[src/hw/rtl/assert_macros.svh]
// Assertion macros for the top-level RTL file, all clocked on aclk and off during reset.
`ifndef ASSERT_MACROS_SVH
`define ASSERT_MACROS_SVH

// The property holds at every clock edge outside reset.
`define ASSERT_CLK(lbl, prop, msg) \
    lbl: assert property (@(posedge aclk) disable iff (!aresetn) prop) else $error(msg);

// The condition never holds at a clock edge outside reset.
`define ASSERT_NEVER(lbl, cond, msg) \
    lbl: assert property (@(posedge aclk) disable iff (!aresetn) !(cond)) else $error(msg);

`endif

[src/hw/rtl/iirtdf2_pkg.sv]
// Shared constants, types and saturation helpers of the transposed direct form II IIR filter.
package iirtdf2_pkg;

    localparam int MAX_COEFFS  = 4;
    localparam int SAMPLE_W    = 24;
    localparam int COEF_W      = 24;
    localparam int DELAY_W     = 32;
    localparam int PROD_W      = SAMPLE_W + COEF_W;
    localparam int ROUND_SHIFT = 21;
    localparam int RND_W       = PROD_W - ROUND_SHIFT;
    localparam int COUNT_W     = 3;
    localparam int COEF_IDX_W  = 2;
    localparam int CFG_IDX_W   = 3;
    localparam int CFG_DATA_W  = 24;

    localparam logic [COUNT_W-1:0]       COUNT_RESET = 3'd3;
    localparam logic signed [COEF_W-1:0] B0_RESET    = 24'sd2097152;
    localparam logic signed [PROD_W-1:0] ROUND_HALF  = 48'sd1048576;

    typedef enum logic [CFG_IDX_W-1:0] {
        CFG_COUNT = 3'd0,
        CFG_B0    = 3'd1,
        CFG_B1    = 3'd2,
        CFG_B2    = 3'd3,
        CFG_B3    = 3'd4,
        CFG_A1    = 3'd5,
        CFG_A2    = 3'd6,
        CFG_A3    = 3'd7
    } cfg_reg_t;

    typedef struct packed {
        logic [COUNT_W-1:0]       coeff_count;
        logic signed [COEF_W-1:0] b0;
        logic signed [COEF_W-1:0] b1;
        logic signed [COEF_W-1:0] b2;
        logic signed [COEF_W-1:0] b3;
        logic signed [COEF_W-1:0] a1;
        logic signed [COEF_W-1:0] a2;
        logic signed [COEF_W-1:0] a3;
    } cfg_t;

    // Commands from the sequencer to the datapath.
    typedef struct packed {
        logic                  load_x;
        logic                  mul_en;
        logic                  mul_fb;
        logic                  y_en;
        logic                  acc_en;
        logic                  use_next;
        logic                  d_wr;
        logic                  d_clr;
        logic                  out_load;
        logic [COEF_IDX_W-1:0] coef_idx;
    } cmd_t;

    function automatic logic signed [SAMPLE_W-1:0] sat_sample(
        input logic signed [DELAY_W:0] v
    );
        if (v > 33'sd8388607) begin
            return 24'sd8388607;
        end else if (v < -33'sd8388608) begin
            return -24'sd8388608;
        end
        return v[SAMPLE_W-1:0];
    endfunction

    function automatic logic signed [DELAY_W-1:0] sat_delay(
        input logic signed [DELAY_W+1:0] v
    );
        if (v > 34'sd2147483647) begin
            return 32'sh7fffffff;
        end else if (v < -34'sd2147483648) begin
            return 32'sh80000000;
        end
        return v[DELAY_W-1:0];
    endfunction

endpackage

[src/hw/rtl/iirtdf2_cfg.sv]
// Configuration register file: coefficient count and filter coefficients.
module iirtdf2_cfg (
    input  logic                                 aclk,
    input  logic                                 aresetn,
    input  logic                                 cfg_wr_en,
    input  logic [iirtdf2_pkg::CFG_IDX_W-1:0]    cfg_wr_index,
    input  logic [iirtdf2_pkg::CFG_DATA_W-1:0]   cfg_wr_data,
    output iirtdf2_pkg::cfg_t                    cfg
);

    iirtdf2_pkg::cfg_t cfg_reg;

    always_ff @(posedge aclk) begin
        if (!aresetn) begin
            cfg_reg.coeff_count <= iirtdf2_pkg::COUNT_RESET;
            cfg_reg.b0          <= iirtdf2_pkg::B0_RESET;
            cfg_reg.b1          <= '0;
            cfg_reg.b2          <= '0;
            cfg_reg.b3          <= '0;
            cfg_reg.a1          <= '0;
            cfg_reg.a2          <= '0;
            cfg_reg.a3          <= '0;
        end else if (cfg_wr_en) begin
            case (cfg_wr_index)
                iirtdf2_pkg::CFG_COUNT: begin
                    cfg_reg.coeff_count <= cfg_wr_data[iirtdf2_pkg::COUNT_W-1:0];
                end
                iirtdf2_pkg::CFG_B0: cfg_reg.b0 <= cfg_wr_data;
                iirtdf2_pkg::CFG_B1: cfg_reg.b1 <= cfg_wr_data;
                iirtdf2_pkg::CFG_B2: cfg_reg.b2 <= cfg_wr_data;
                iirtdf2_pkg::CFG_B3: cfg_reg.b3 <= cfg_wr_data;
                iirtdf2_pkg::CFG_A1: cfg_reg.a1 <= cfg_wr_data;
                iirtdf2_pkg::CFG_A2: cfg_reg.a2 <= cfg_wr_data;
                iirtdf2_pkg::CFG_A3: cfg_reg.a3 <= cfg_wr_data;
                default: ;
            endcase
        end
    end

    assign cfg = cfg_reg;

endmodule

[src/hw/rtl/iirtdf2_ctrl.sv]
// Sequencer of the filter: steps the shared multiplier through the taps of one item.
module iirtdf2_ctrl #(
    parameter int MAX_COEFFS = iirtdf2_pkg::MAX_COEFFS
) (
    input  logic                               aclk,
    input  logic                               aresetn,
    input  logic [iirtdf2_pkg::COUNT_W-1:0]    coeff_count,
    input  logic                               s_tvalid,
    output logic                               s_tready,
    output logic                               m_tvalid,
    input  logic                               m_tready,
    output iirtdf2_pkg::cmd_t                  cmd
);

    localparam int TW = $clog2(MAX_COEFFS);

    typedef enum logic [3:0] {
        ST_IDLE,
        ST_MUL_B0,
        ST_Y,
        ST_MUL_B,
        ST_ACC,
        ST_MUL_A,
        ST_DWR,
        ST_CLR,
        ST_DONE
    } state_t;

    state_t        state_reg, state_next;
    logic [TW-1:0] tap_reg, tap_next;
    logic          m_tvalid_reg, m_tvalid_next;
    logic [TW-1:0] n_last;

    // Index of the last tap in use, with the count clamped to its legal range.
    always_comb begin
        if (coeff_count < 3'd2) begin
            n_last = TW'(1);
        end else if (coeff_count > 3'(MAX_COEFFS)) begin
            n_last = TW'(MAX_COEFFS - 1);
        end else begin
            n_last = TW'(coeff_count - 3'd1);
        end
    end

    always_comb begin
        state_next    = state_reg;
        tap_next      = tap_reg;
        m_tvalid_next = m_tvalid_reg && !m_tready;
        s_tready      = 1'b0;
        cmd           = '0;
        cmd.coef_idx  = iirtdf2_pkg::COEF_IDX_W'(tap_reg);
        case (state_reg)
            ST_IDLE: begin
                s_tready = 1'b1;
                if (s_tvalid) begin
                    cmd.load_x = 1'b1;
                    tap_next   = '0;
                    state_next = ST_MUL_B0;
                end
            end
            ST_MUL_B0: begin
                cmd.mul_en = 1'b1;
                state_next = ST_Y;
            end
            ST_Y: begin
                cmd.y_en   = 1'b1;
                tap_next   = TW'(1);
                state_next = ST_MUL_B;
            end
            ST_MUL_B: begin
                cmd.mul_en = 1'b1;
                state_next = ST_ACC;
            end
            ST_ACC: begin
                cmd.acc_en   = 1'b1;
                cmd.use_next = (tap_reg < n_last);
                state_next   = ST_MUL_A;
            end
            ST_MUL_A: begin
                cmd.mul_en = 1'b1;
                cmd.mul_fb = 1'b1;
                state_next = ST_DWR;
            end
            ST_DWR: begin
                cmd.d_wr = 1'b1;
                if (tap_reg == n_last) begin
                    // Delay registers past the count in use are cleared one per cycle.
                    if (n_last != TW'(MAX_COEFFS - 1)) begin
                        state_next = ST_CLR;
                    end else begin
                        state_next = ST_DONE;
                    end
                end else begin
                    tap_next   = tap_reg + TW'(1);
                    state_next = ST_MUL_B;
                end
            end
            ST_CLR: begin
                cmd.d_clr = 1'b1;
                if (tap_reg == TW'(MAX_COEFFS - 2)) begin
                    state_next = ST_DONE;
                end else begin
                    tap_next = tap_reg + TW'(1);
                end
            end
            ST_DONE: begin
                if (!m_tvalid_reg || m_tready) begin
                    cmd.out_load  = 1'b1;
                    m_tvalid_next = 1'b1;
                    state_next    = ST_IDLE;
                end
            end
            default: begin
                state_next = ST_IDLE;
            end
        endcase
    end

    always_ff @(posedge aclk) begin
        if (!aresetn) begin
            state_reg    <= ST_IDLE;
            tap_reg      <= '0;
            m_tvalid_reg <= 1'b0;
        end else begin
            state_reg    <= state_next;
            tap_reg      <= tap_next;
            m_tvalid_reg <= m_tvalid_next;
        end
    end

    assign m_tvalid = m_tvalid_reg;

endmodule

[src/hw/rtl/iirtdf2_dp.sv]
// Datapath of the filter: shared multiplier, rounding, delay registers and output register.
module iirtdf2_dp #(
    parameter int MAX_COEFFS = iirtdf2_pkg::MAX_COEFFS
) (
    input  logic                                      aclk,
    input  logic                                      aresetn,
    input  iirtdf2_pkg::cmd_t                         cmd,
    input  iirtdf2_pkg::cfg_t                         cfg,
    input  logic signed [iirtdf2_pkg::SAMPLE_W-1:0]   sample_in,
    input  logic                                      last_in,
    output logic signed [iirtdf2_pkg::SAMPLE_W-1:0]   sample_out,
    output logic                                      last_out
);

    localparam int SW     = iirtdf2_pkg::SAMPLE_W;
    localparam int DW     = iirtdf2_pkg::DELAY_W;
    localparam int PW     = iirtdf2_pkg::PROD_W;
    localparam int RW     = iirtdf2_pkg::RND_W;
    localparam int DEPTH  = MAX_COEFFS - 1;
    localparam int DIDX_W = (DEPTH > 1) ? $clog2(DEPTH) : 1;

    logic signed [SW-1:0] x_reg;
    logic                 last_reg;
    logic signed [SW-1:0] y_reg;
    logic signed [PW-1:0] prod_reg;
    logic signed [DW:0]   acc_reg;
    logic signed [DW-1:0] d_reg [DEPTH];
    logic signed [SW-1:0] out_sample_reg;
    logic                 out_last_reg;

    logic signed [iirtdf2_pkg::COEF_W-1:0] coef_sel;
    logic signed [SW-1:0]                  mul_op;
    logic signed [PW-1:0]                  prod_next;
    logic signed [PW-1:0]                  prod_rnd;
    logic signed [RW-1:0]                  rnd;
    logic [DIDX_W-1:0]                     d_rd_idx;
    logic [DIDX_W-1:0]                     d_wr_idx;
    logic signed [DW:0]                    y_sum;
    logic signed [DW:0]                    acc_next;
    logic signed [DW+1:0]                  d_sum;

    always_comb begin
        if (cmd.mul_fb) begin
            case (cmd.coef_idx)
                2'd1:    coef_sel = cfg.a1;
                2'd2:    coef_sel = cfg.a2;
                2'd3:    coef_sel = cfg.a3;
                default: coef_sel = '0;
            endcase
        end else begin
            case (cmd.coef_idx)
                2'd0:    coef_sel = cfg.b0;
                2'd1:    coef_sel = cfg.b1;
                2'd2:    coef_sel = cfg.b2;
                2'd3:    coef_sel = cfg.b3;
                default: coef_sel = '0;
            endcase
        end
    end

    assign mul_op    = cmd.mul_fb ? y_reg : x_reg;
    assign prod_next = PW'(mul_op) * PW'(coef_sel);

    // Round half up, dropping the 21 fractional bits of the coefficient.
    assign prod_rnd = prod_reg + iirtdf2_pkg::ROUND_HALF;
    assign rnd      = prod_rnd[PW-1:iirtdf2_pkg::ROUND_SHIFT];

    assign d_rd_idx = DIDX_W'(cmd.coef_idx);
    assign d_wr_idx = DIDX_W'(cmd.coef_idx - 2'd1);

    assign y_sum    = (DW+1)'(rnd) + (DW+1)'(d_reg[0]);
    assign acc_next = (DW+1)'(rnd) + (cmd.use_next ? (DW+1)'(d_reg[d_rd_idx]) : '0);
    assign d_sum    = (DW+2)'(acc_reg) - (DW+2)'(rnd);

    always_ff @(posedge aclk) begin
        if (cmd.load_x) begin
            x_reg    <= sample_in;
            last_reg <= last_in;
        end
        if (cmd.mul_en) begin
            prod_reg <= prod_next;
        end
        if (cmd.y_en) begin
            y_reg <= iirtdf2_pkg::sat_sample(y_sum);
        end
        if (cmd.acc_en) begin
            acc_reg <= acc_next;
        end
        if (cmd.out_load) begin
            out_sample_reg <= y_reg;
            out_last_reg   <= last_reg;
        end
    end

    always_ff @(posedge aclk) begin
        if (!aresetn) begin
            for (int i = 0; i < DEPTH; i++) begin
                d_reg[i] <= '0;
            end
        end else if (cmd.d_wr) begin
            d_reg[d_wr_idx] <= iirtdf2_pkg::sat_delay(d_sum);
        end else if (cmd.d_clr) begin
            d_reg[d_rd_idx] <= '0;
        end
    end

    assign sample_out = out_sample_reg;
    assign last_out   = out_last_reg;

endmodule

[src/hw/rtl/iir_transposed_direct_form_two.sv]
// Top level of the transposed direct form II IIR filter with saturating fixed-point arithmetic.
//
//  port group     dir  fields (low bit up)               accepted when
//  s_t*           in   tdata: sample_in[23:0]; tlast     s_tvalid && s_tready
//  m_t*           out  tdata: sample_out[23:0]; tlast    m_tvalid && m_tready
//  cfg_wr_*       in   index 0..7, data up to 24 bits    cfg_wr_en
//
// One shared 24x24 multiplier computes every product of an item in turn, so a new item
// is taken only after the last one has been loaded into the output register.
// A finished item waits in the output register; the next item is taken meanwhile
// and only holds in its last step while that register is still full.
// Reset (aresetn low at a clock edge) clears the delay registers and loads the
// default coefficients; no clearing pass follows.
module iir_transposed_direct_form_two #(
    parameter int MAX_COEFFS = iirtdf2_pkg::MAX_COEFFS
) (
    input  logic                                  aclk,
    input  logic                                  aresetn,
    input  logic                                  s_tvalid,
    output logic                                  s_tready,
    input  logic [23:0]                           s_tdata,   // sample_in[23:0]
    input  logic                                  s_tlast,
    output logic                                  m_tvalid,
    input  logic                                  m_tready,
    output logic [23:0]                           m_tdata,   // sample_out[23:0]
    output logic                                  m_tlast,
    input  logic                                  cfg_wr_en,
    input  logic [iirtdf2_pkg::CFG_IDX_W-1:0]     cfg_wr_index,
    input  logic [iirtdf2_pkg::CFG_DATA_W-1:0]    cfg_wr_data
);

    iirtdf2_pkg::cfg_t cfg;
    iirtdf2_pkg::cmd_t cmd;

    iirtdf2_cfg u_cfg (
        .aclk         (aclk),
        .aresetn      (aresetn),
        .cfg_wr_en    (cfg_wr_en),
        .cfg_wr_index (cfg_wr_index),
        .cfg_wr_data  (cfg_wr_data),
        .cfg          (cfg)
    );

    iirtdf2_ctrl #(
        .MAX_COEFFS (MAX_COEFFS)
    ) u_ctrl (
        .aclk        (aclk),
        .aresetn     (aresetn),
        .coeff_count (cfg.coeff_count),
        .s_tvalid    (s_tvalid),
        .s_tready    (s_tready),
        .m_tvalid    (m_tvalid),
        .m_tready    (m_tready),
        .cmd         (cmd)
    );

    iirtdf2_dp #(
        .MAX_COEFFS (MAX_COEFFS)
    ) u_dp (
        .aclk       (aclk),
        .aresetn    (aresetn),
        .cmd        (cmd),
        .cfg        (cfg),
        .sample_in  (s_tdata),
        .last_in    (s_tlast),
        .sample_out (m_tdata),
        .last_out   (m_tlast)
    );

`include "assert_macros.svh"

    `ASSERT_CLK(a_one_item_at_a_time, s_tvalid && s_tready |=> !s_tready, "item taken while busy")
    `ASSERT_CLK(a_y_after_product, cmd.y_en |-> $past(cmd.mul_en), "output sum without product")
    `ASSERT_CLK(a_dwr_after_fb, cmd.d_wr |-> $past(cmd.mul_en && cmd.mul_fb), "early delay write")
    `ASSERT_NEVER(a_no_overwrite, cmd.out_load && m_tvalid && !m_tready, "result overwritten")

endmodule
[config.mk]
export PLATFORM = sky130hd
export DESIGN_NAME = iir_transposed_direct_form_two
export DESIGN_NICKNAME = d
export VERILOG_FILES = /design/src/hw/rtl/iirtdf2_pkg.sv /design/src/hw/rtl/iirtdf2_cfg.sv /design/src/hw/rtl/iirtdf2_ctrl.sv /design/src/hw/rtl/iirtdf2_dp.sv /design/src/hw/rtl/iir_transposed_direct_form_two.sv
export VERILOG_INCLUDE_DIRS = /design/src /design/src/hw/rtl
export SDC_FILE = /design/constraint.sdc
export NUM_CORES = 2
export LEC_CHECK = 0
export BUFFER_PORTS_ARGS = -buffer_cell sky130_fd_sc_hd__buf_2
export CAP_MARGIN = 20
export CORE_ASPECT_RATIO = 1.4
export CORE_UTILIZATION = 55
export DETAILED_ROUTE_END_ITERATION = 8
export GPL_ROUTABILITY_DRIVEN = 0
export GPL_TIMING_DRIVEN = 0
export PLACE_DENSITY = 0.68
export SYNTH_ARGS = -nofsm -noshare
export SYNTH_HDL_FRONTEND = slang
export SYNTH_SLANG_ARGS = --single-unit
[constraint.sdc]
create_clock -name aclk -period 10.39 [get_ports aclk]
set_input_delay 0.5195 -clock aclk [delete_from_list [all_inputs] [get_ports aclk]]
set_output_delay 0.5195 -clock aclk [all_outputs]
set_load 0.02 [all_outputs]
==> impl_metrics.py <==
metrics = {
    "pwr": {
        "switching_power_uw": 4570,
        "swShare_pct": 47.2,
        "p_int_uw": 5120,
        "peakVddDrop_mv": 0.242,
        "combPwrFrac_pct": 57.7,
        "p_per_area_nw_per_um2": 205,
        "p_leak_uw": 0.0211,
        "seqPwrFrac_pct": 24.3,
        "p_clk_share_pct": 18.0,
    },
    "logic_synthesis": {
        "synth_area_um2": 43400,
        "synth_enable_flop_cells": 263,
        "yosys.area.top_type": "fa_1",
        "synthFlopType": "edfxtp_1",
        "synth-seq-cells": 443,
        "ys_types": 95,
        "async_reset_ff_share_pct": 0,
        "mappedNetlistNets": 5523,
        "synth_warnings": 0,
        "synth_top_area_share_pct": 28.1,
        "synth-seq-area-share_pct": 26.5,
        "syn_inst": 4623,
        "synth_area_leaders": "fa_1 (28%), edfxtp_1 (18%), dfxtp_1 (8.3%)",
        "syn_area_per_cell_um2": 9.40,
    },
    "worst_setup_path": {
        "critPathMaxFanout": 10,
        "crit_arrival_ns": 10.46,
        "path_common_cell": "fa_1",
        "worst-setup-path-type": "flop to flop",
        "endpoint_kind": "flop",
        "r2r_slack_ns": 0.31,
        "slowest_stage": "fa_1",
        "slowest_delay_ns": 0.59,
        "r2r-start": "u_ctrl.tap_reg[0]$_SDFFE_PN0P_",
        "critical_path.startpoint": "u_ctrl.tap_reg[0]$_SDFFE_PN0P_",
        "crit_path_start_kind": "flop",
        "worstPathRequired_ns": 10.77,
    },
    "floorplanning": {
        "num_rows": 121,
        "core_area_um2": 78000,
        "io_pins": 84,
        "start_util_pct": 55.7,
        "die-area_um2": 80100,
        "die_h_um": 335,
        "die_x_um": 240,
    },
    "detailed_routing": {
        "dr.pass1.iters": 9,
        "ant_nets": 0,
        "totalWireLength_mm": 142,
        "via_per_inst": 6.00,
        "route.vias.total": 35153,
        "drtIter0Drc": 3693,
        "drc_errors": 0,
        "wl_per_cell_um": 24.2,
    },
    "grt": {
        "overflow": 0,
        "grt_pass1_wl_mm": 214,
        "grt_pass1_vias": 35933,
        "antenna_found_initial": 4,
        "grt_max_degree": 30,
        "grt_usage_pct": 36.3,
    },
    "placement": {
        "placed_area_um2": 45500,
        "dp_hpwl_mm": 114,
        "portBuffers": 78,
        "dp.cells": 5764,
    },
    "final_layout": {
        "stdcell_count": 5856,
        "finish.instance_area_um2": 47300,
        "area_growth_pct": 8.83,
        "final_common_cell": "nand2_1",
        "nNetsFinal": 5668,
        "largest_reg_flops": 171,
        "final_cell_mix": "nand2_1 (774), inv_1 (662), fa_1 (609)",
        "drive_gt1_share_pct": 7.36,
    },
    "cts": {
        "cts_tree": "done",
        "cts.sinks": 443,
        "ctsHoldBuffers": 0,
        "cts_buffers": 48,
        "h-tree-depth": 2,
        "cts_root_buf": "clkbuf_16",
        "clk_pin_slew_ns": 0.07,
        "clock_latency_ns": 0.63,
        "cts_buffer_depth": 3,
    },
    "sta": {
        "max_clock_freq_ghz": 0.0992,
        "setup_viol": 0,
        "relSlewSlack_pct": 25.0,
        "skew_ns": 0.0266,
        "worstMarginPinSlew_ns": 1.12,
        "rsz0062_at_grt": "no",
        "post-route-period-util_pct": 97.0,
        "slew_violations": 0,
        "min_period_ns": 10.08,
        "hold_viol_final": 0,
    },
    "run": {
        "cap_violations": 0,
    },
    "min_path": {
        "worst_hold_startpoint": "s_tdata[14]",
        "worst_hold_path_type": "primary input to flop",
    },
    "run_status": {
        "status": "finished, final reports clean",
    },
}
==> critical path: cells and delay by family (launching register included) <==
family	cells	cell delay, ns
buffers and inverters	8	2.03
flip-flops	1	0.38
AND/OR/NAND/NOR	6	0.82
XOR/XNOR	1	0.09
AO/OA/AOI/OAI	9	2.26
adder cells (fa/ha/maj)	9	4.23
==> synth_stat cells (6+ instances only) <==
| cell type | count |
|---|---|
| o21ai_0 | 63 |
| a211o_1 | 7 |
| or3_1 | 12 |
| mux4_2 | 32 |
| and4_1 | 6 |
| nand2b_1 | 52 |
| and2_1 | 35 |
| a31oi_1 | 17 |
| xor2_1 | 64 |
| ha_1 | 234 |
| or2_2 | 11 |
| a21oi_1 | 391 |
| inv_1 | 662 |
| buf_6 | 20 |
| buf_1 | 13 |
| o22ai_1 | 9 |
| fa_1 | 609 |
| a222oi_1 | 48 |
| edfxtp_1 | 263 |
| dfxtp_1 | 180 |
| o21a_1 | 31 |
| o31ai_1 | 9 |
| a32o_1 | 6 |
| a211oi_1 | 9 |
| nand2_1 | 774 |
| mux2i_1 | 8 |
| buf_2 | 8 |
| xnor2_1 | 87 |
| a32oi_1 | 7 |
| nor3_1 | 29 |
| o211ai_1 | 7 |
| nor2b_1 | 24 |
| and3_1 | 58 |
| nand3_1 | 32 |
| nand4_1 | 14 |
| nor2_1 | 408 |
| o21ai_1 | 34 |
| a21o_1 | 55 |
| clkbuf_1 | 182 |
| a21boi_0 | 7 |
| o21bai_1 | 21 |
==> metrics by stage <==
stage | hold WS (ns) | TNS [ns] | total power (uW) | utilization (%) | worst slack [ns]
6_report | 0.0661 | 0 | 9690 | 60.6 | 0.307
5_1_grt | 0.0452 | 0 | 10200 | 60.6 | 0.00169
4_1_cts | 0.0458 | 0 | 9600 | 60.5 | 0.00330
3_5_place_dp | 0.430 | -15.02 | 7790 | 58.3 | -1.19
3_3_place_gp | 0.404 | -16.25 | 7740 | 57.9 | -1.25
2_1_floorplan | 0.400 | 0 | 6010 | - | 1.84
==> kinds of logic after synthesis <==
kind of cell	Yosys count	share of synthesized area, %
buffers and inverters	890	8.08
DFF	443	26.5
and+or+nand+nor	1487	14.6
adders and majority gates	843	34.8
muxes	42	1.92
AOI/OAI and AO/OA	767	11.1
xor gates and xnor gates	151	3.04
==> power by group through the flow <==
stage | logic, uW | registers (uW) | clock network [uW]
after detailed placement | 5410 | 2380 | 0
after CTS | 5500 | 2350 | 1750
after floorplan | 3680 | 2330 | 0
after global placement | 5350 | 2390 | 0
final | 5590 | 2360 | 1740
after global routing | 6050 | 2360 | 1820
==> per-layer routing <==
metal	GRT usage, %	routed length, um	share of wire [%]
met4	26.5	12400	8.7
met3	6.95	13400	9.5
met1	43.0	49400	35
met2	59.0	66400	47
met5	0	27	0.019
==> area by class of cell <==
type | count | area, um^2
clock inverters | 31 | 273
flip-flops and latches | 443 | 11500
well taps | 1045 | 1310
clock buffers | 58 | 1290
plain buffers | 222 | 1070
inverters | 663 | 2490
multi-input cells | 3290 | 28600
fillers | 6800 | 30700
diodes | 4 | 10.0
repair buffers | 100 | 708
==> repair_timing <==
item	CTS	global route
cloned	0	0
endpoints found under the setup margin	24	14
resized for setup	31	72
setup buffers	4	0
pin swaps	2	2
==> final timing paths <==
path,end,cells after the start
min reg2reg,u_dp.last_out$_DFFE_PP_,0
max reg2reg,u_dp.prod_reg[47]$_DFFE_PP_,33
min,u_dp.x_reg[14]$_DFFE_PP_,1
max,u_dp.prod_reg[47]$_DFFE_PP_,33
No activity file was read; power rests on OpenSTA's default activity.
